File: config.mk
export PLATFORM = sky130hd
export DESIGN_NAME = nau_out
export DESIGN_NICKNAME = d
export VERILOG_FILES = /design/src/rtl/nau_pkg.sv /design/src/rtl/nau_out.sv
export SDC_FILE = /design/constraint.sdc
export NUM_CORES = 1
export LEC_CHECK = 0
export BUFFER_PORTS_ARGS = -buffer_cell sky130_fd_sc_hd__buf_2
export CAP_MARGIN = 20
export CORE_ASPECT_RATIO = 1.25
export CORE_UTILIZATION = 45
export DETAILED_ROUTE_END_ITERATION = 16
export PLACE_DENSITY = 0.72
export SLEW_MARGIN = 20
export SYNTH_ARGS = -nofsm -noshare
export SYNTH_HDL_FRONTEND = slang
export SYNTH_SLANG_ARGS = --single-unit
File: constraint.sdc
create_clock -name i_clk -period 31.4 [get_ports i_clk]
set_clock_uncertainty 0.15 [all_clocks]
set_input_delay 6.28 -clock i_clk [delete_from_list [all_inputs] [get_ports i_clk]]
set_output_delay 6.28 -clock i_clk [all_outputs]
set_load 0.1 [all_outputs]
File: src/rtl/nau_pkg.sv
// ----------------------------------------------------------------------------
// nau_pkg
// shared types, constants and the tanh table for the activation unit
// ----------------------------------------------------------------------------
`default_nettype none

package nau_pkg;

    localparam int TANH_ENTRIES = 256;
    localparam int TANH_IDX_W   = $clog2(TANH_ENTRIES);
    localparam int NUM_STAGES   = 8;

    localparam logic [15:0] LEAKY_SLOPE_RESET = 16'd655;
    localparam logic [31:0] GELU_C1 = 32'd3426888095;
    localparam logic [27:0] GELU_C2 = 28'd192049463;
    localparam logic [63:0] ONE_Q31 = 64'd2147483648;

    typedef enum logic [1:0] {
        OP_RELU  = 2'd0,
        OP_GELU  = 2'd1,
        OP_LEAKY = 2'd2,
        OP_PASS  = 2'd3
    } t_op;

    // sideband that travels with every sample through the pipe
    typedef struct packed {
        logic        last;
        logic        is_gelu;
        logic        neg;
        logic        big;
        logic [15:0] mag;
        logic [15:0] simple;
    } t_side;

    // upper entries round to exactly one, so each entry holds 17 bits
    typedef logic [TANH_ENTRIES:0][16:0] t_tanh_rom;

    // bitwise long division, elaboration only
    function automatic logic [63:0] udiv64(input logic [63:0] num, input logic [63:0] den);
        logic [64:0] rem;
        logic [63:0] quo;
        rem = '0;
        quo = '0;
        for (int i = 63; i >= 0; i--) begin
            rem = {rem[63:0], num[i]};
            if (rem >= {1'b0, den}) begin
                rem    = rem - {1'b0, den};
                quo[i] = 1'b1;
            end
        end
        return quo;
    endfunction

    // tanh(8*i/TANH_ENTRIES) in unsigned q16
    function automatic t_tanh_rom tanh_rom_build();
        t_tanh_rom   rom;
        logic [63:0] term;
        logic [63:0] sum;
        logic [63:0] step;
        logic [63:0] e;
        logic [63:0] den;
        term = ONE_Q31;
        sum  = ONE_Q31;
        for (int k = 1; k <= 40; k++) begin
            if (term != 64'd0) begin
                term = udiv64(term * 64'd16, 64'(TANH_ENTRIES) * 64'(k));
                if (k[0]) begin
                    sum = sum - term;
                end else begin
                    sum = sum + term;
                end
            end
        end
        step   = sum;
        e      = ONE_Q31;
        rom[0] = 17'd0;
        for (int i = 1; i <= TANH_ENTRIES; i++) begin
            e      = (e * step + (ONE_Q31 >> 1)) >> 31;
            den    = ONE_Q31 + e;
            rom[i] = 17'(udiv64(((ONE_Q31 - e) << 16) + (den >> 1), den));
        end
        return rom;
    endfunction

    localparam t_tanh_rom TANH_ROM = tanh_rom_build();

endpackage

`default_nettype wire

File: src/rtl/nau_out.sv
// ----------------------------------------------------------------------------
// nau_out
// final stage: gelu product and rounding, op select and saturation
// ----------------------------------------------------------------------------
`default_nettype none

module nau_out (
    input  wire logic            i_clk,
    input  wire logic            i_ce,
    input  wire nau_pkg::t_side  i_side,
    input  wire logic [16:0]     i_t,
    output logic [15:0]          o_result,
    output logic                 o_last
);

    logic [15:0]        r_result;
    logic               r_last;
    logic [17:0]        w_gain;
    logic [33:0]        w_prod;
    logic [16:0]        w_mag;
    logic signed [17:0] w_gelu;
    logic [15:0]        n_result;

    always_comb begin
        w_gain = i_side.neg ? 18'h10000 - 18'(i_t) : 18'h10000 + 18'(i_t);
        w_prod = 34'(i_side.mag) * 34'(w_gain) + 34'h10000;
        w_mag  = w_prod[33:17];
        w_gelu = i_side.neg ? -$signed({1'b0, w_mag}) : $signed({1'b0, w_mag});
        if (!i_side.is_gelu) begin
            n_result = i_side.simple;
        end else if (w_gelu > 18'sd32767) begin
            n_result = 16'h7fff;
        end else if (w_gelu < -18'sd32768) begin
            n_result = 16'h8000;
        end else begin
            n_result = w_gelu[15:0];
        end
    end

    always_ff @(posedge i_clk) begin
        if (i_ce) begin
            r_result <= n_result;
            r_last   <= i_side.last;
        end
    end

    assign o_result = r_result;
    assign o_last   = r_last;

endmodule

`default_nettype wire

==> flow_metrics.tcl <==
set metrics [dict create \
    clkTransAtPathRegs_ns 0.05 \
    critPathTopFamily "simple AND/OR/NAND/NOR gates" \
    wl_per_cell_um 16.5 \
    criticalPathCategory "in2reg" \
    dr.pass1.iters 5 \
    synth_flop_cell "edfxtp_1" \
    row_count 66 \
    cts_hold_buf 0 \
    path_max_fanout 16 \
    setup_viol 0 \
    htree_levels 1 \
    cp_slowest_cell "nand4_1" \
    synth_area_leaders "fa_1 37%, ha_1 13%, inv_1 8.9%" \
    numPortBuffers 70 \
    hold_depth 1 \
    drt_iter0_drc 428 \
    core-area_sq_um 26000 \
    cp.buffers_inverters 7 \
    cap_violations 0 \
    start_util_pct 45.8 \
    start_kind "primary input" \
    place_area_sq_um 12600 \
    die_h_um 184 \
    hp-class "in2reg" \
    grt_pass1_wl_mm 49.9 \
    final_area_sq_um 12600 \
    status "completed" \
    fin_crit_sh_pct 52.5 \
    synth_area_sq_um 11900 \
    gp_congestion 0.933 \
    grt_pass1_vias 10200 \
    drcViolationCount 0 \
    ctsResizeCount 0 \
    endpoint_kind "register" \
    syn_inst 1396 \
    slew_headroom_pct 29.7 \
    wirelength_mm 29.0 \
    synth_warnings 0 \
    synth.yosys.seq_area_share_pct 4.29 \
    synth.net_count 1791 \
    synth-seq-cells 17 \
    overflow 0 \
    ios 72 \
    period_minus_slack_ns 16.49 \
    worstHoldEndpoint "o_last$_DFFE_PP_" \
    finalNetCount 1815 \
    ys_types 68 \
    async_reset_ff_share_pct 0 \
    hold-worst-slack_ns 6.07 \
    critPathLaunch "i_t[6]" \
    cp_slowest_stage_delay_ns 0.75 \
    synth_top_area_share_pct 37.2 \
    cts.path.max_buffers 2 \
    cts_inserted_buffers 3 \
    dpl.hpwl_mm 24.1 \
    yosys.area.top_type "fa_1" \
    cts_sinks 17 \
    die_area_sq_um 27100 \
    die_x_um 147 \
    grt_max_degree 39 \
    area_delta_synth_final_pct 6.10 \
    cts_tree "built" \
    rsz0062_at_grt "false" \
    critPathArrivalTime_ns 16.36 \
    num_vias 9652 \
    worstHoldStart "i_side[35]" \
    fill_cells 2544 \
    worst_pin_slew_ns 1.03 \
    antenna_found_initial 0 \
    synth.avg_cell_area_sq_um 8.53 \
    drv_slew 0 \
    tns_ns 0 \
    cts-root-buf "clkbuf_16" \
    dp.cells 1755 \
    synth_edf_count 17 \
    crit_required_ns 31.27 \
    drive_above_1_share_pct 7.89 \
    hold_violations 0 \
    grt_usage_pct 22.8 \
    antenna_cells_inserted 0 \
    max_freq_ghz 0.0606 \
    viasPerCell 5.49 \
    postRouteAntennaNets 0 \
    cts_setup_buffers 0 \
    cpMostUsedCell "fa_1" \
    instances_no_fill 1759 \
]
==> cells in the mapped netlist (4+ instances only) <==
cell type  count
inv_1        281
fa_1         221
nand2_1      193
and2_1       140
ha_1         119
clkbuf_1      49
o21ai_0       40
a21oi_1       31
nor2_1        31
xnor2_1       29
edfxtp_1      17
xor2_1        15
nor3_1        14
a22oi_1       13
nand4_1       12
o211ai_1      11
o211ai_2      11
o31ai_1       11
nand3_1       10
a211oi_1       9
nor2b_1        8
or3_1          7
a21o_1         6
and3_1         6
and4_1         6
o21a_1         6
o21ai_1        6
o41ai_1        6
buf_2          5
nand2b_1       5
nor4_1         5
or4_1          5
buf_1          4
mux2i_1        4
o2111ai_1      4
o31a_1         4
==> kinds of logic after synthesis <==
kind of cell               synth area share, %
AOI/OAI and AO/OA                         11.8
muxes                                    0.452
and+or+nand+nor                           19.5
buffers and inverters                     11.0
DFF                                       4.29
adders and majority gates                 49.7
xor gates and xnor gates                  3.24
==> metal layers <==
metal | vias to the layer above | wire (um) | GRT usage [%]
met5 | - | 0 | 0
met1 | 4864 | 11900 | 28.8
li1 | 4484 | - | -
met2 | 248 | 15100 | 42.5
met4 | 0 | 682 | 5.28
met3 | 56 | 1290 | 1.17
==> flip-flops by register name, indices dropped and copies added (netlist names) <==
name      flops
o_result     16
o_last        1
==> worst max-delay path by stage <==
stage	to	slack [ns]	cells past startpoint
2_1_floorplan	o_result[10]$_DFFE_PP_	16.46	33
3_3_place_gp	o_result[14]$_DFFE_PP_	15.00	30
3_5_place_dp	o_result[14]$_DFFE_PP_	14.87	31
4_1_cts	o_result[14]$_DFFE_PP_	15.08	31
5_1_grt	o_result[14]$_DFFE_PP_	14.36	29
6_report	o_result[14]$_DFFE_PP_	14.91	31
==> layout by cell type (no fill, tap or decap), drive strengths merged, types with 7 or more instances in the layout <==
master and instances:
and2 140, nand2 193, buf 81, nand4 12, nor3 14, edfxtp 17
xor2 15, nor2b 8, a22oi 13, o21ai 46, xnor2 29, fa 221
o21a 7, nand3 10, nor2 31, a21oi 31, o41ai 8, o211ai 22
inv 281, o31ai 11, or3 8, ha 119, a211oi 9
==> metrics by stage <==
step,util (%),setup WS (ns)
after floorplan,-,16.46
after global placement,48.3,15.00
after detailed placement,48.3,14.87
after CTS,48.6,15.08
after global routing,48.6,14.36
final,48.6,14.91
==> cell type report <==
class	instances	area, sq um	share of cell area (%)
Clock buffer	4	78.8	0.624
Multi-Input combinational cell	1035	10100	80.2
Tap cell	340	425	3.37
Sequential cell	17	510	4.04
Timing Repair Buffer	81	433	3.43
Inverter	282	1060	8.38
Power is not shown: default switching activity piles up to over one toggle a cycle in this logic, so the estimate is an artifact.
