==> src/rtl/nau_pkg.sv <==
// ----------------------------------------------------------------------------
// nau_pkg
// shared types, constants and the tanh table for the activation unit
// ----------------------------------------------------------------------------
`default_nettype none

package nau_pkg;

    localparam int TANH_ENTRIES = 256;
    localparam int TANH_IDX_W   = $clog2(TANH_ENTRIES);
    localparam int NUM_STAGES   = 8;

    localparam logic [15:0] LEAKY_SLOPE_RESET = 16'd655;
    localparam logic [31:0] GELU_C1 = 32'd3426888095;
    localparam logic [27:0] GELU_C2 = 28'd192049463;
    localparam logic [63:0] ONE_Q31 = 64'd2147483648;

    typedef enum logic [1:0] {
        OP_RELU  = 2'd0,
        OP_GELU  = 2'd1,
        OP_LEAKY = 2'd2,
        OP_PASS  = 2'd3
    } t_op;

    // sideband that travels with every sample through the pipe
    typedef struct packed {
        logic        last;
        logic        is_gelu;
        logic        neg;
        logic        big;
        logic [15:0] mag;
        logic [15:0] simple;
    } t_side;

    // upper entries round to exactly one, so each entry holds 17 bits
    typedef logic [TANH_ENTRIES:0][16:0] t_tanh_rom;

    // bitwise long division, elaboration only
    function automatic logic [63:0] udiv64(input logic [63:0] num, input logic [63:0] den);
        logic [64:0] rem;
        logic [63:0] quo;
        rem = '0;
        quo = '0;
        for (int i = 63; i >= 0; i--) begin
            rem = {rem[63:0], num[i]};
            if (rem >= {1'b0, den}) begin
                rem    = rem - {1'b0, den};
                quo[i] = 1'b1;
            end
        end
        return quo;
    endfunction

    // tanh(8*i/TANH_ENTRIES) in unsigned q16
    function automatic t_tanh_rom tanh_rom_build();
        t_tanh_rom   rom;
        logic [63:0] term;
        logic [63:0] sum;
        logic [63:0] step;
        logic [63:0] e;
        logic [63:0] den;
        term = ONE_Q31;
        sum  = ONE_Q31;
        for (int k = 1; k <= 40; k++) begin
            if (term != 64'd0) begin
                term = udiv64(term * 64'd16, 64'(TANH_ENTRIES) * 64'(k));
                if (k[0]) begin
                    sum = sum - term;
                end else begin
                    sum = sum + term;
                end
            end
        end
        step   = sum;
        e      = ONE_Q31;
        rom[0] = 17'd0;
        for (int i = 1; i <= TANH_ENTRIES; i++) begin
            e      = (e * step + (ONE_Q31 >> 1)) >> 31;
            den    = ONE_Q31 + e;
            rom[i] = 17'(udiv64(((ONE_Q31 - e) << 16) + (den >> 1), den));
        end
        return rom;
    endfunction

    localparam t_tanh_rom TANH_ROM = tanh_rom_build();

endpackage

`default_nettype wire

==> src/rtl/nau_poly.sv <==
// ----------------------------------------------------------------------------
// nau_poly
// four stages forming the tanh argument sqrt(2/pi)*(x + 0.044715*x^3) in q24
// ----------------------------------------------------------------------------
`default_nettype none

module nau_poly (
    input  wire logic            i_clk,
    input  wire logic [3:0]      i_ce,
    input  wire nau_pkg::t_side  i_side,
    input  wire logic [21:0]     i_a2,
    output nau_pkg::t_side       o_side,
    output logic [28:0]          o_u
);

    nau_pkg::t_side r_side2;
    nau_pkg::t_side r_side3;
    nau_pkg::t_side r_side4;
    nau_pkg::t_side r_side5;
    logic [32:0]    r_a3;
    logic [28:0]    r_term;
    logic [28:0]    r_inner;
    logic [28:0]    r_u;
    logic [32:0]    n_a3;
    logic [61:0]    w_cube_sum;
    logic [28:0]    n_term;
    logic [28:0]    n_inner;
    logic [61:0]    w_arg_sum;
    logic [28:0]    n_u;

    always_comb begin
        n_a3       = 33'(i_a2) * 33'(i_side.mag[10:0]);
        w_cube_sum = 62'(r_a3) * 62'(nau_pkg::GELU_C2) + 62'h80000000;
        n_term     = w_cube_sum[60:32];
        n_inner    = 29'({r_side3.mag[10:0], 16'd0}) + r_term;
        w_arg_sum  = 62'(r_inner) * 62'(nau_pkg::GELU_C1) + 62'h80000000;
        n_u        = w_arg_sum[60:32];
    end

    always_ff @(posedge i_clk) begin
        if (i_ce[0]) begin
            r_side2 <= i_side;
            r_a3    <= n_a3;
        end
        if (i_ce[1]) begin
            r_side3 <= r_side2;
            r_term  <= n_term;
        end
        if (i_ce[2]) begin
            r_side4 <= r_side3;
            r_inner <= n_inner;
        end
        if (i_ce[3]) begin
            r_side5 <= r_side4;
            r_u     <= n_u;
        end
    end

    assign o_side = r_side5;
    assign o_u    = r_u;

endmodule

`default_nettype wire

==> config.mk <==
export PLATFORM = sky130hd
export DESIGN_NAME = nau_poly
export DESIGN_NICKNAME = d
export VERILOG_FILES = /design/src/rtl/nau_pkg.sv /design/src/rtl/nau_poly.sv
export SDC_FILE = /design/constraint.sdc
export NUM_CORES = 2
export LEC_CHECK = 0
export ABC_AREA = 1
export BUFFER_PORTS_ARGS = -buffer_cell sky130_fd_sc_hd__buf_4
export CORE_AREA = 3 3 274 276
export CTS_BUF_LIST = sky130_fd_sc_hd__clkbuf_4 sky130_fd_sc_hd__clkbuf_8
export DETAILED_ROUTE_END_ITERATION = 10
export DIE_AREA = 0 0 277 279
export HOLD_SLACK_MARGIN = 0.12
export PLACE_DENSITY_LB_ADDON = 0.08
export SYNTH_ARGS = -nofsm -noshare
export SYNTH_HDL_FRONTEND = slang
export SYNTH_SLANG_ARGS = --single-unit
==> constraint.sdc <==
create_clock -name i_clk -period 9.8 [get_ports i_clk]
set_input_delay 0.98 -clock i_clk [delete_from_list [all_inputs] [get_ports i_clk]]
set_output_delay 0.98 -clock i_clk [all_outputs]
set_load 0.1 [all_outputs]
==> flow_summary.ini <==
[global_routing]
antenna_found_initial = 1
grt_pass1_wl_um = 232200
grtUsageTotal_pct = 39.63
grt_max_degree = 70
grt-ovfl-total = 0
grt_pass1_vias = 40950

[floorplan]
start_util_pct = 69.70
die-area_um2 = 77280
die_h_um = 279
core_um2 = 72830
die_x_um = 277
rows = 99
io_pins = 128

[clock_network]
clock-root-buffer = clkbuf_8
cts.repair.resized = 0
cts.clk_slew.worst_paths_ns = 0.07
cts.sinks = 264
cts_tree = built
cts_setup_buffers = 0
numCtsBuffers = 50
hold_buffers = 0
clk-insertion-delay-late_ns = 0.69
h-tree-depth = 2
cts.path.max_buffers = 3

[final_layout]
synthToLayoutAreaGrowth_pct = 6.063
nNetsFinal = 7454
drive_gt1_share_pct = 4.908
postLayoutCellArea_um2 = 53840
final_common_cell = inv_1
most-common-layout-cells = inv_1, nand2_1, fa_1
final_util_pct = 73.92

[critical_path]
cp_cell_sequence = inv_1 > ha_1 > fa_1 > fa_1 > inv_1 > fa_1 > inv_1 > fa_1 > fa_1 > fa_1 > inv_1 > ha_1 > ha_1 > a21oi_1 > o21ai_0 > a21oi_1 > nand3_1 > nand3_1 > nand3_1 > nand2_1 > nand2_1
max_stage_delay_ns = 0.65
path_class = reg2reg
critPathCaptureType = register
cpMostUsedCell = fa_1
cp_max_fo = 7
slowest_stage = edfxtp_1
start_kind = register
cp.arrival_ns = 7.26
cp_data_required_time_ns = 10.25

[yosys]
synth-edff-count = 264
synth_seq_cells = 264
syn_inst = 5527
synth_warnings = 0
postSynth.asyncResetShare_pct = 0
syn-num-nets = 7317
synthesis.area_um2 = 50760
synth_flop_cell = edfxtp_1
synth.distinct_cells = 39
ys_seq_area_share_pct = 15.62
avgSynthCellArea_um2 = 9.184

[placed_design]
io_buffer_count = 127
gp_congestion = 1.012
dpl_worst_slack_ns = 3.125
hpwl_um = 129900
placed_area_um2 = 52770

[timing]
finClkSkew_ns = 0.05108
hold_viol = 0
worst_pin_slew_ns = 1.076
rsz0062_at_grt = no
setup_violations = 0
min_period_over_period_pct = 69.48
fin_tns_setup_ns = 0
worst_slack_ns = 2.991
post-route-min-period_ns = 6.809
maxSlewViolCount = 0
max-slew-margin-rel_pct = 28.26
clock.fmax_ghz = 0.1469

[detailed_routing]
via_count = 37920
drc = 0
postRouteAntennaNets = 0
wl_per_cell_um = 22.43
dr.pass1.iters = 7
wirelength_um = 149500
via_per_inst = 5.689
drt-initial-drc-count = 3077

[worst_hold_path]
min_path_type = reg2reg

[job]
cap_violations = 0

[run_status]
run_status = completed
[layout make-up]
| type | instances | area [um2] |
|---|---|---|
| clock inverter | 30 | 284.0 |
| clock buffer | 63 | 785.8 |
| antenna | 2 | 5.005 |
| inverter | 1617 | 6070 |
| multi-input combinational | 3602 | 36600 |
| timing repair buffer | 129 | 968.4 |
| sequential | 264 | 7928 |
| fill | 5308 | 18990 |
| tap | 959 | 1200 |
[state kept, by name, indices dropped and copies added (netlist names)]
| register | cells |
|---|---|
| r_a3 | 33 |
| r_side4 | 36 |
| r_inner | 29 |
| o_side | 36 |
| r_side2 | 36 |
| o_u | 29 |
| r_side3 | 36 |
| r_term | 29 |
[path summary, 6_finish.rpt]
kind,depth (start not counted),end,slack (ns),start
setup reg to reg,21,o_u[22],2.99,r_inner[12]
hold reg to reg,0,r_side3[8],0.41,r_side2[8]
setup / recovery,21,o_u[22],2.99,r_inner[12]
hold / removal,0,r_side3[8],0.41,r_side2[8]
[per-stage QoR]
stage / cells / hold WS, ns
floorplan: 5527 / 0.4003
global placement: 6571 / 0.4005
detailed placement: 6571 / 0.4045
CTS: 6664 / 0.4103
global route: 6665 / 0.4045
finish: 6666 / 0.4108
[metal layers]
layer  global-route usage [%]  part of all wire [%]  wire length (um)
met4                    25.09                   7.9             11790
met2                    66.43                    48             71960
met3                    6.639                   7.3             10960
met5                        0                     0                 0
met1                    48.05                    37             54810
[kinds of logic (layout without fill, tap and decap cells)]
group                      Yosys count  count (layout)  share of synthesized area (%)
AOI/OAI and AO/OA                  363             363                          3.850
xor gates and xnor gates            58              58                          1.001
adders and majority gates         1727            1727                          55.46
buffers and inverters             1661            1839                          12.28
DFF                                264             264                          15.62
other                                0               2                              0
and+or+nand+nor                   1454            1454                          11.79
[cells in the mapped netlist, types with 20 or more instances]
library cell | n | area [um2]
inv_1 | 1602 | 6013
nand2_1 | 937 | 3517
fa_1 | 872 | 17460
ha_1 | 855 | 10700
nor2_1 | 276 | 1036
edfxtp_1 | 264 | 7928
a21oi_1 | 196 | 980.9
nand3_1 | 119 | 595.6
o21ai_0 | 103 | 515.5
clkbuf_1 | 44 | 165.2
xor2_1 | 38 | 332.8
nand4_1 | 32 | 200.2
o21bai_1 | 27 | 202.7
nor3_1 | 24 | 120.1
nor2_2 | 21 | 131.4
xnor2_1 | 20 | 175.2
[critical path, delay by kind of cell, from the launching register on]
family | cells | cell delay, ns
buf+inv | 4 | 0.34
simple gates | 5 | 0.58
fa+ha+maj | 9 | 4.16
flops | 1 | 0.65
compound gates | 3 | 0.81
Power is left out: the tool's default activity adds up to more than one toggle a clock period on the data nets, which glitch-free logic cannot reach.
