==> src/rtl/nau_pkg.sv <==
// ----------------------------------------------------------------------------
// nau_pkg
// shared types, constants and the tanh table for the activation unit
// ----------------------------------------------------------------------------
`default_nettype none

package nau_pkg;

    localparam int TANH_ENTRIES = 256;
    localparam int TANH_IDX_W   = $clog2(TANH_ENTRIES);
    localparam int NUM_STAGES   = 8;

    localparam logic [15:0] LEAKY_SLOPE_RESET = 16'd655;
    localparam logic [31:0] GELU_C1 = 32'd3426888095;
    localparam logic [27:0] GELU_C2 = 28'd192049463;
    localparam logic [63:0] ONE_Q31 = 64'd2147483648;

    typedef enum logic [1:0] {
        OP_RELU  = 2'd0,
        OP_GELU  = 2'd1,
        OP_LEAKY = 2'd2,
        OP_PASS  = 2'd3
    } t_op;

    // sideband that travels with every sample through the pipe
    typedef struct packed {
        logic        last;
        logic        is_gelu;
        logic        neg;
        logic        big;
        logic [15:0] mag;
        logic [15:0] simple;
    } t_side;

    // upper entries round to exactly one, so each entry holds 17 bits
    typedef logic [TANH_ENTRIES:0][16:0] t_tanh_rom;

    // bitwise long division, elaboration only
    function automatic logic [63:0] udiv64(input logic [63:0] num, input logic [63:0] den);
        logic [64:0] rem;
        logic [63:0] quo;
        rem = '0;
        quo = '0;
        for (int i = 63; i >= 0; i--) begin
            rem = {rem[63:0], num[i]};
            if (rem >= {1'b0, den}) begin
                rem    = rem - {1'b0, den};
                quo[i] = 1'b1;
            end
        end
        return quo;
    endfunction

    // tanh(8*i/TANH_ENTRIES) in unsigned q16
    function automatic t_tanh_rom tanh_rom_build();
        t_tanh_rom   rom;
        logic [63:0] term;
        logic [63:0] sum;
        logic [63:0] step;
        logic [63:0] e;
        logic [63:0] den;
        term = ONE_Q31;
        sum  = ONE_Q31;
        for (int k = 1; k <= 40; k++) begin
            if (term != 64'd0) begin
                term = udiv64(term * 64'd16, 64'(TANH_ENTRIES) * 64'(k));
                if (k[0]) begin
                    sum = sum - term;
                end else begin
                    sum = sum + term;
                end
            end
        end
        step   = sum;
        e      = ONE_Q31;
        rom[0] = 17'd0;
        for (int i = 1; i <= TANH_ENTRIES; i++) begin
            e      = (e * step + (ONE_Q31 >> 1)) >> 31;
            den    = ONE_Q31 + e;
            rom[i] = 17'(udiv64(((ONE_Q31 - e) << 16) + (den >> 1), den));
        end
        return rom;
    endfunction

    localparam t_tanh_rom TANH_ROM = tanh_rom_build();

endpackage

`default_nettype wire

==> src/rtl/nau_front.sv <==
// ----------------------------------------------------------------------------
// nau_front
// first stage: magnitude, relu / leaky / pass results and the square term
// ----------------------------------------------------------------------------
`default_nettype none

module nau_front (
    input  wire logic                i_clk,
    input  wire logic                i_ce,
    input  wire nau_pkg::t_op        i_op,
    input  wire logic signed [15:0]  i_sample,
    input  wire logic                i_last,
    input  wire logic [15:0]         i_slope,
    output nau_pkg::t_side           o_side,
    output logic [21:0]              o_a2
);

    nau_pkg::t_side r_side;
    nau_pkg::t_side n_side;
    logic [21:0]    r_a2;
    logic [21:0]    n_a2;
    logic [15:0]    w_mag;
    logic [32:0]    w_lk_prod;
    logic [15:0]    w_lk_mag;
    logic           w_neg;
    logic           w_pos;

    always_comb begin
        w_neg     = i_sample[15];
        w_pos     = !w_neg && (i_sample != 16'sd0);
        w_mag     = w_neg ? 16'(16'd0 - i_sample) : i_sample;
        w_lk_prod = 33'(w_mag) * 33'(i_slope) + 33'd32768;
        w_lk_mag  = w_lk_prod[31:16];

        n_side.last    = i_last;
        n_side.is_gelu = (i_op == nau_pkg::OP_GELU);
        n_side.neg     = w_neg;
        n_side.big     = (w_mag[15:11] != 5'd0);
        n_side.mag     = w_mag;
        case (i_op)
            nau_pkg::OP_RELU:  n_side.simple = w_pos ? i_sample : 16'd0;
            nau_pkg::OP_LEAKY: n_side.simple = w_pos ? i_sample : 16'(16'd0 - w_lk_mag);
            nau_pkg::OP_PASS:  n_side.simple = i_sample;
            default:           n_side.simple = 16'd0;
        endcase

        n_a2 = 22'(w_mag[10:0]) * 22'(w_mag[10:0]);
    end

    always_ff @(posedge i_clk) begin
        if (i_ce) begin
            r_side <= n_side;
            r_a2   <= n_a2;
        end
    end

    assign o_side = r_side;
    assign o_a2   = r_a2;

endmodule

`default_nettype wire

==> config.mk <==
export PLATFORM = sky130hd
export DESIGN_NAME = nau_front
export DESIGN_NICKNAME = d
export VERILOG_FILES = /design/src/rtl/nau_pkg.sv /design/src/rtl/nau_front.sv
export SDC_FILE = /design/constraint.sdc
export NUM_CORES = 1
export LEC_CHECK = 0
export ABC_CLOCK_PERIOD_IN_PS = 13050
export BUFFER_PORTS_ARGS = -buffer_cell sky130_fd_sc_hd__buf_2
export CAP_MARGIN = 15
export CORE_MARGIN = 2
export CORE_UTILIZATION = 60
export CTS_CLUSTER_DIAMETER = 40
export DETAILED_ROUTE_END_ITERATION = 10
export PLACE_DENSITY = 0.79
export SETUP_SLACK_MARGIN = 0.1
export SLEW_MARGIN = 20
export SYNTH_ARGS = -nofsm -noshare
export SYNTH_HDL_FRONTEND = slang
export SYNTH_SLANG_ARGS = --single-unit
==> constraint.sdc <==
create_clock -name i_clk -period 13.05 [get_ports i_clk]
set_clock_uncertainty 0.2 [all_clocks]
set_input_delay 2.61 -clock i_clk [delete_from_list [all_inputs] [get_ports i_clk]]
set_output_delay 2.61 -clock i_clk [all_outputs]
set_load 0.01 [all_outputs]
==> impl_metrics.yaml, run 1 <==
route:
  vias_per_cell: 5.620
  drc: 0
  drtIter0Drc: 645
  ant_nets: 0
  firstDrtPassIters: 5
  detail_route.wl_per_cell_um: 17.26
  vias: 10920
  routed_wl_um: 33550
global_routing:
  grt_max_degree: 57
  grt_use_total_pct: 28.65
  met1_usage_pct: 35.74
  grt_pass1_vias: 11520
  grt-busiest-layer: "met2"
  grt_util_met2_pct: 50.70
  overflow: 0
  grt_pass1_wl_um: 56050
  antenna_found_initial: 1
  grt_use_met3_pct: 5.280
cts:
  cts.sinks: 56
  clock-root-buffer: "clkbuf_16"
  postCtsHoldBufs: 0
  cts_tree: "yes"
  cts_buffer_depth: 2
  cts_buffers: 5
  cts_resized: 0
  cts_htree_levels: 2
  clk_pin_slew_ns: 0.08
  post-cts-setup-buffer-count: 0
synth:
  yosysWarnings: 0
  ys_types: 69
  synth-compound-area-share_pct: 6.424
  ys_seq_area_share_pct: 11.76
  synth-adder-area-share_pct: 50.29
  syn_inst: 1560
  synth_top_family_by_area: "adder cells"
  synthArstFlopShare_pct: 0
  ys_ff_latch: 56
  avgSynthCellArea_um2: 9.164
  synth_edf_count: 56
  synth_mux_area_share_pct: 0.3151
  synth_xor_area_share_pct: 3.308
  ys.flop_type: "edfxtp_1"
  netlist_area_um2: 14300
  synthSimpleGateAreaFrac_pct: 17.04
job:
  drv_cap: 0
timing:
  drv_slew: 0
  setup_viol: 0
  maxSlewHeadroom_pct: 34.46
  fin_crit_ns: 11.78
  hold_violations: 0
  worst_slew_pin_slew_ns: 0.9761
  fmax_mhz: 84.86
  rsz0062_at_grt: "no"
  setup_tns_ns: 0
  post-route-period-util_pct: 90.30
floorplanning:
  die_x_um: 158.4
  boundaryPins: 95
  dieArea_um2: 25080
  start_util_pct: 61.09
  fp-row-count: 56
  core_area_um2: 23400
  dieHeight_um: 158.4
outcome:
  status: "complete, no violations"
critical_path:
  critical_path_class: "in -> reg"
  start_kind: "input pin"
  cpPeakStageDelay_ns: 0.52
  crit_path_end_kind: "register"
  path_max_fanout: 24
  arrival_ns: 11.69
  cpMaxStageDelayCell: "fa_1"
  critical_path_required_ns: 12.96
finish:
  final_common_cell: "inv_1"
  syn2layout_area_growth_pct: 6.853
  drive_gt1_share_pct: 8.436
  diodes: 0
  final_cell_mix: "inv_1 (355), fa_1 (256), nand2_1 (184), ha_1 (165), and2_1 (136)"
  nNetsFinal: 2081
min_path:
  hold_depth: 1
  hold_start: "i_last"
  min_path_type: "in -> reg"
  min_to: "o_side[35]"
placement:
  place.port_buffers: 93
  dp_hpwl_um: 27330
  gp_congestion: 0.9477
synthesized netlist by cell type, types with 3 or more instances:
cell / count / area [um^2]
clkbuf_1: 49 / 183.9
fa_1: 256 / 5125
or3_1: 6 / 37.54
and4_1: 3 / 26.28
nor2_1: 58 / 217.7
or4_1: 4 / 30.03
o21ai_1: 3 / 15.01
nand4_1: 7 / 43.79
and3_1: 4 / 25.02
ha_1: 165 / 2064
edfxtp_1: 56 / 1682
inv_1: 355 / 1333
nor4_1: 3 / 18.77
o311a_1: 3 / 30.03
o21bai_1: 4 / 30.03
xor2_1: 13 / 113.9
a32o_1: 3 / 30.03
nand3_1: 24 / 120.1
nand2_1: 184 / 690.7
o21ai_0: 29 / 145.1
nor3b_1: 5 / 37.54
a21o_1: 17 / 127.6
o41ai_1: 3 / 26.28
nand3b_1: 3 / 22.52
a21oi_1: 25 / 125.1
and2_1: 136 / 850.8
o211ai_1: 3 / 22.52
nor3_1: 17 / 85.08
or2_2: 4 / 25.02
nand2b_1: 6 / 37.54
a22o_1: 4 / 35.03
nor2b_1: 13 / 81.33
xnor2_1: 41 / 359.1
o31ai_1: 6 / 45.04
through the flow:
stage / instance area, um^2 / hold slack, ns / setup WS (ns) / instances / util (%)
floorplan: 14300 / 2.509 / 2.396 / 1562 / -
global placement: 15110 / 2.586 / 1.389 / 1935 / 64.56
detailed placement: 15110 / 2.591 / 1.071 / 1935 / 64.56
CTS: 15280 / 2.274 / 1.355 / 1943 / 65.27
global route: 15280 / 2.275 / 0.7541 / 1943 / 65.27
finish: 15280 / 2.279 / 1.266 / 1943 / 65.27
worst max path at each step:
stage,to,slack (ns),start
after global routing,o_side[15],0.75,i_sample[0]
final,o_side[15],1.27,i_sample[0]
after global placement,o_side[15],1.39,i_sample[0]
after detailed placement,o_side[15],1.07,i_sample[0]
after floorplan,o_side[15],2.40,i_sample[4]
after CTS,o_side[15],1.35,i_sample[0]
metal layers:
| layer | part of all wire, % | vias to the layer above |
|---|---|---|
| met1 | 38 | 5450 |
| met2 | 50 | 440 |
| met4 | 3.2 | 0 |
| met5 | 0 | - |
| li1 | - | 4939 |
| met3 | 8.7 | 90 |
cell families (layout without fill, tap and decap cells):
logic type	count (synthesis)	in the layout
AOI/OAI and AO/OA	129	129
xor gates and xnor gates	54	54
adders and majority gates	421	421
buffers and inverters	410	472
DFF	56	56
muxes	4	4
other	1	3
and+or+nand+nor	485	485
flip-flops by register name, summed over array words and instances (netlist names):
name,count
o_a2,20
o_side,36
final cells by class:
class | instances | area [um^2]
Sequential cell | 56 | 1682
Tap cell | 319 | 399.1
Clock inverter | 3 | 42.54
Timing Repair Buffer | 109 | 585.6
Inverter | 355 | 1333
Multi-Input combinational cell | 1096 | 11110
Clock buffer | 5 | 125.1
Fill cell | 1952 | 8127
worst max-delay path, delay by kind of cell:
family                   cells  cell delay, ns
AND/OR/NAND/NOR              6            1.65
buffers and inverters        7            1.19
XOR/XNOR                     2            0.83
adder cells (fa/ha/maj)      8            3.55
AO/OA/AOI/OAI                7            1.84
Power of run 1 is left out: the tool's default activity adds up to more than one toggle a clock period on the data nets, which glitch-free logic cannot reach.
==> run 2, diff against run 1 <==
--- a/config.mk
+++ b/config.mk
@@ -13,6 +13,7 @@
 export CTS_CLUSTER_DIAMETER = 40
 export DETAILED_ROUTE_END_ITERATION = 10
 export PLACE_DENSITY = 0.79
+export RECOVER_POWER = 25
 export SETUP_SLACK_MARGIN = 0.1
 export SLEW_MARGIN = 20
 export SYNTH_ARGS = -nofsm -noshare
==> impl_metrics.yaml, run 2 (same netlist as run 1, synthesis figures left out) <==
finish:
  fill_cells: 1956
  final_cell_mix: "inv_1 (355), fa_1 (256), nand2_1 (184), ha_1 (165), and2_1 (136)"
  nNetsFinal: 2081
  seq_area_um2: 1682
  syn2layout_area_growth_pct: 6.783
  diodes: 0
  drive_gt1_share_pct: 8.067
  multiInputGateArea_um2: 11110
  final_common_cell: "inv_1"
  largest_register_ffs: 36
  fin_area_um2: 15270
placement:
  place.port_buffers: 93
  gp_congestion: 0.9477
  dp_hpwl_um: 27330
  post-place-ws_ns: 1.071
  placed_cell_area_um2: 15110
route:
  vias: 10900
  routed_wl_um: 33590
  vias_per_cell: 5.610
  drtIter0Drc: 599
  drc: 0
  ant_nets: 0
  detail_route.wl_per_cell_um: 17.29
  firstDrtPassIters: 5
cts:
  cts_resized: 0
  cts_buffer_depth: 2
  postCtsHoldBufs: 0
  cts_tree: "yes"
  cts_htree_levels: 2
  cts.sinks: 56
  post-cts-setup-buffer-count: 0
  clk_pin_slew_ns: 0.08
  clock-root-buffer: "clkbuf_16"
  cts_buffers: 5
critical_path:
  start_kind: "input pin"
  cpPeakStageDelay_ns: 0.54
  path_max_fanout: 24
  cpMaxStageDelayCell: "fa_1"
  crit_path_end_kind: "register"
  critical_path_required_ns: 12.96
  arrival_ns: 11.68
  critical_path_class: "in -> reg"
global_routing:
  grt_pass1_wl_um: 56050
  grt_use_total_pct: 28.65
  overflow: 0
  antenna_found_initial: 1
  grt_pass1_vias: 11520
  grt_max_degree: 57
timing:
  post-route-period-util_pct: 90.21
  hold_violations: 0
  fmax_mhz: 84.95
  drv_slew: 57
  setup_tns_ns: 0
  rsz0062_at_grt: "no"
  fin_crit_ns: 11.77
  worst_slew_pin_slew_ns: 3.116
  setup_ws_ns: 1.278
  setup_viol: 0
  fin_hold_ws_ns: 2.277
  maxSlewHeadroom_pct: -107.7
job:
  drv_cap: 1
floorplanning:
  start_util_pct: 61.09
  boundaryPins: 95
  core_area_um2: 23400
  fp-row-count: 56
  dieArea_um2: 25080
  dieHeight_um: 158.4
  die_x_um: 158.4
outcome:
  status: "finished with violations"
  violations: "max-capacitance violations, max-slew violations"
min_path:
  min_path_type: "in -> reg"
==> run 2: changes by cell type in the layout (fill, tap and decap cells not counted) <==
| cell | before | now |
|---|---|---|
| buf_4 | 16 | 15 |
| buf_2 | 93 | 88 |
| clkbuf_1 | 0 | 6 |
==> run 2: metal layers <==
metal | vias up | wire (um) | track usage [%]
li1 | 4936 | - | -
met1 | 5471 | 12850 | 35.74
met2 | 417 | 17010 | 50.70
met3 | 77 | 2775 | 5.280
met4 | 0 | 956 | 8.837
met5 | - | 0 | 0
==> run 2: worst max-delay path: cells and delay by family <==
family                     cells  cell delay (ns)
adders and majority gates      8             3.60
and+or+nand+nor                6             1.68
AOI/OAI and AO/OA              7             1.62
buffers and inverters          7             1.36
xor gates and xnor gates       2             0.80
==> run 2: stage by stage <==
step                      instances  utilization [%]
after floorplan                1562                -
after global placement         1935            64.56
after detailed placement       1935            64.56
after CTS                      1943            65.27
after global routing           1943            65.23
final                          1943            65.23
==> run 2: final cells by class <==
type | instances | area share, %
Clock inverter | 3 | 0.2787
Tap cell | 319 | 2.615
Multi-Input combinational cell | 1096 | 72.77
Timing Repair Buffer | 109 | 3.770
Inverter | 355 | 8.729
Clock buffer | 5 | 0.8196
Sequential cell | 56 | 11.02
==> run 2: worst paths after layout <==
kind                   startpoint    endpoint  depth (start not counted)
worst max-delay path  i_sample[0]  o_side[15]                         30
worst min-delay path       i_last  o_side[35]                          1
Power of run 2 is left out for the same reason.
==> run 3, diff against run 2 <==
--- a/config.mk
+++ b/config.mk
@@ -14,6 +14,7 @@
 export DETAILED_ROUTE_END_ITERATION = 10
 export PLACE_DENSITY = 0.79
 export RECOVER_POWER = 25
+export REMOVE_ABC_BUFFERS = 1
 export SETUP_SLACK_MARGIN = 0.1
 export SLEW_MARGIN = 20
 export SYNTH_ARGS = -nofsm -noshare
==> impl_metrics.yaml, run 3 (same netlist as run 1, synthesis figures left out) <==
outcome:
  status: "finished with violations"
  violations: "max-capacitance violations, max-slew violations"
cts:
  clock-root-buffer: "clkbuf_16"
  cts_buffer_depth: 2
  cts.sinks: 56
  postCtsHoldBufs: 0
  post-cts-setup-buffer-count: 0
  cts_buffers: 5
  cts_resized: 0
  cts_htree_levels: 2
  clk_pin_slew_ns: 0.07
  cts_tree: "yes"
timing:
  drv_slew: 57
  fin_crit_ns: 11.81
  hold_violations: 0
  rsz0062_at_grt: "no"
  worst_slew_pin_slew_ns: 3.080
  post-route-period-util_pct: 90.47
  setup_tns_ns: 0
  maxSlewHeadroom_pct: -105.3
  fmax_mhz: 84.70
  setup_viol: 0
finish:
  diodes: 0
  largest_register_ffs: 36
  postLayoutCoreUtil_pct: 65.36
  drive_gt1_share_pct: 8.426
  seq_area_um2: 1682
  nNetsFinal: 2083
  fill_cells: 1903
  syn2layout_area_growth_pct: 6.993
  final_common_cell: "inv_1"
  multiInputGateArea_um2: 11120
  final_cell_mix: "inv_1 (355), fa_1 (256), nand2_1 (184), ha_1 (165), and2_1 (136)"
global_routing:
  grt_use_total_pct: 28.55
  overflow: 0
  grt_use_met3_pct: 5.797
  grt-busiest-layer: "met2"
  grt_pass1_wl_um: 56010
  grt_pass1_vias: 11560
  grt_util_met2_pct: 46.63
  antenna_found_initial: 0
  grt_max_degree: 57
  met1_usage_pct: 38.92
route:
  firstDrtPassIters: 5
  drc: 0
  drtIter0Drc: 720
  ant_nets: 0
  routed_wl_um: 33360
  vias: 10920
  vias_per_cell: 5.614
  detail_route.wl_per_cell_um: 17.15
min_path:
  min_path_type: "in -> reg"
floorplanning:
  start_util_pct: 61.09
  die_x_um: 158.4
  dieArea_um2: 25080
  boundaryPins: 95
  fp-row-count: 56
  dieHeight_um: 158.4
  core_area_um2: 23400
placement:
  gp_congestion: 0.9163
  dp_hpwl_um: 26750
  place.port_buffers: 93
critical_path:
  cp_top_family: "adder cells"
  worst-path-buf-inv: 8
  start_kind: "input pin"
  cpPeakStageDelay_ns: 0.61
  crit_path_end_kind: "register"
  path_max_fanout: 24
  cpMaxStageDelayCell: "xor2_1"
  critical_path_class: "in -> reg"
  arrival_ns: 11.74
  critical_path_required_ns: 12.98
job:
  drv_cap: 1
## run 3: cell count changes in the layout (fill, tap and decap cells not counted)
cell	previous run	this run
xnor2_2	4	3
clkinv_1	1	0
buf_2	88	91
buf_4	15	17
clkbuf_1	6	3
xnor2_4	0	1
clkinv_2	0	1
clkinvlp_4	0	1
clkinv_4	1	0
## run 3: worst paths after layout
check / start / end / slack [ns] / cells past startpoint
worst max-delay path: i_sample[0] / o_side[15] / 1.24 / 31
worst min-delay path: i_last / o_side[35] / 2.28 / 1
## run 3: per-layer routing
metal | share of wire (%) | vias up
met2 | 47 | 457
li1 | - | 4948
met4 | 2.7 | 0
met3 | 9.2 | 68
met1 | 41 | 5447
met5 | 0 | -
## run 3: final cells by class
type                            count  area share (%)
Timing Repair Buffer              111           3.885
Multi-Input combinational cell   1096           72.70
Tap cell                          319           2.609
Sequential cell                    56           10.99
Inverter                          355           8.712
Clock buffer                        5          0.8180
Clock inverter                      3          0.2781
## run 3: metrics by stage
stage                     instances  worst slack (ns)  hold slack, ns  instance area (um^2)
after detailed placement       1937            0.9827           2.589                 15130
after floorplan                1507             1.989           2.509                 14090
after CTS                      1945             1.283           2.273                 15300
after global placement         1937             1.289           2.586                 15130
final                          1945             1.244           2.276                 15300
after global routing           1945            0.7936           2.274                 15300
Power of run 3 is left out for the same reason.
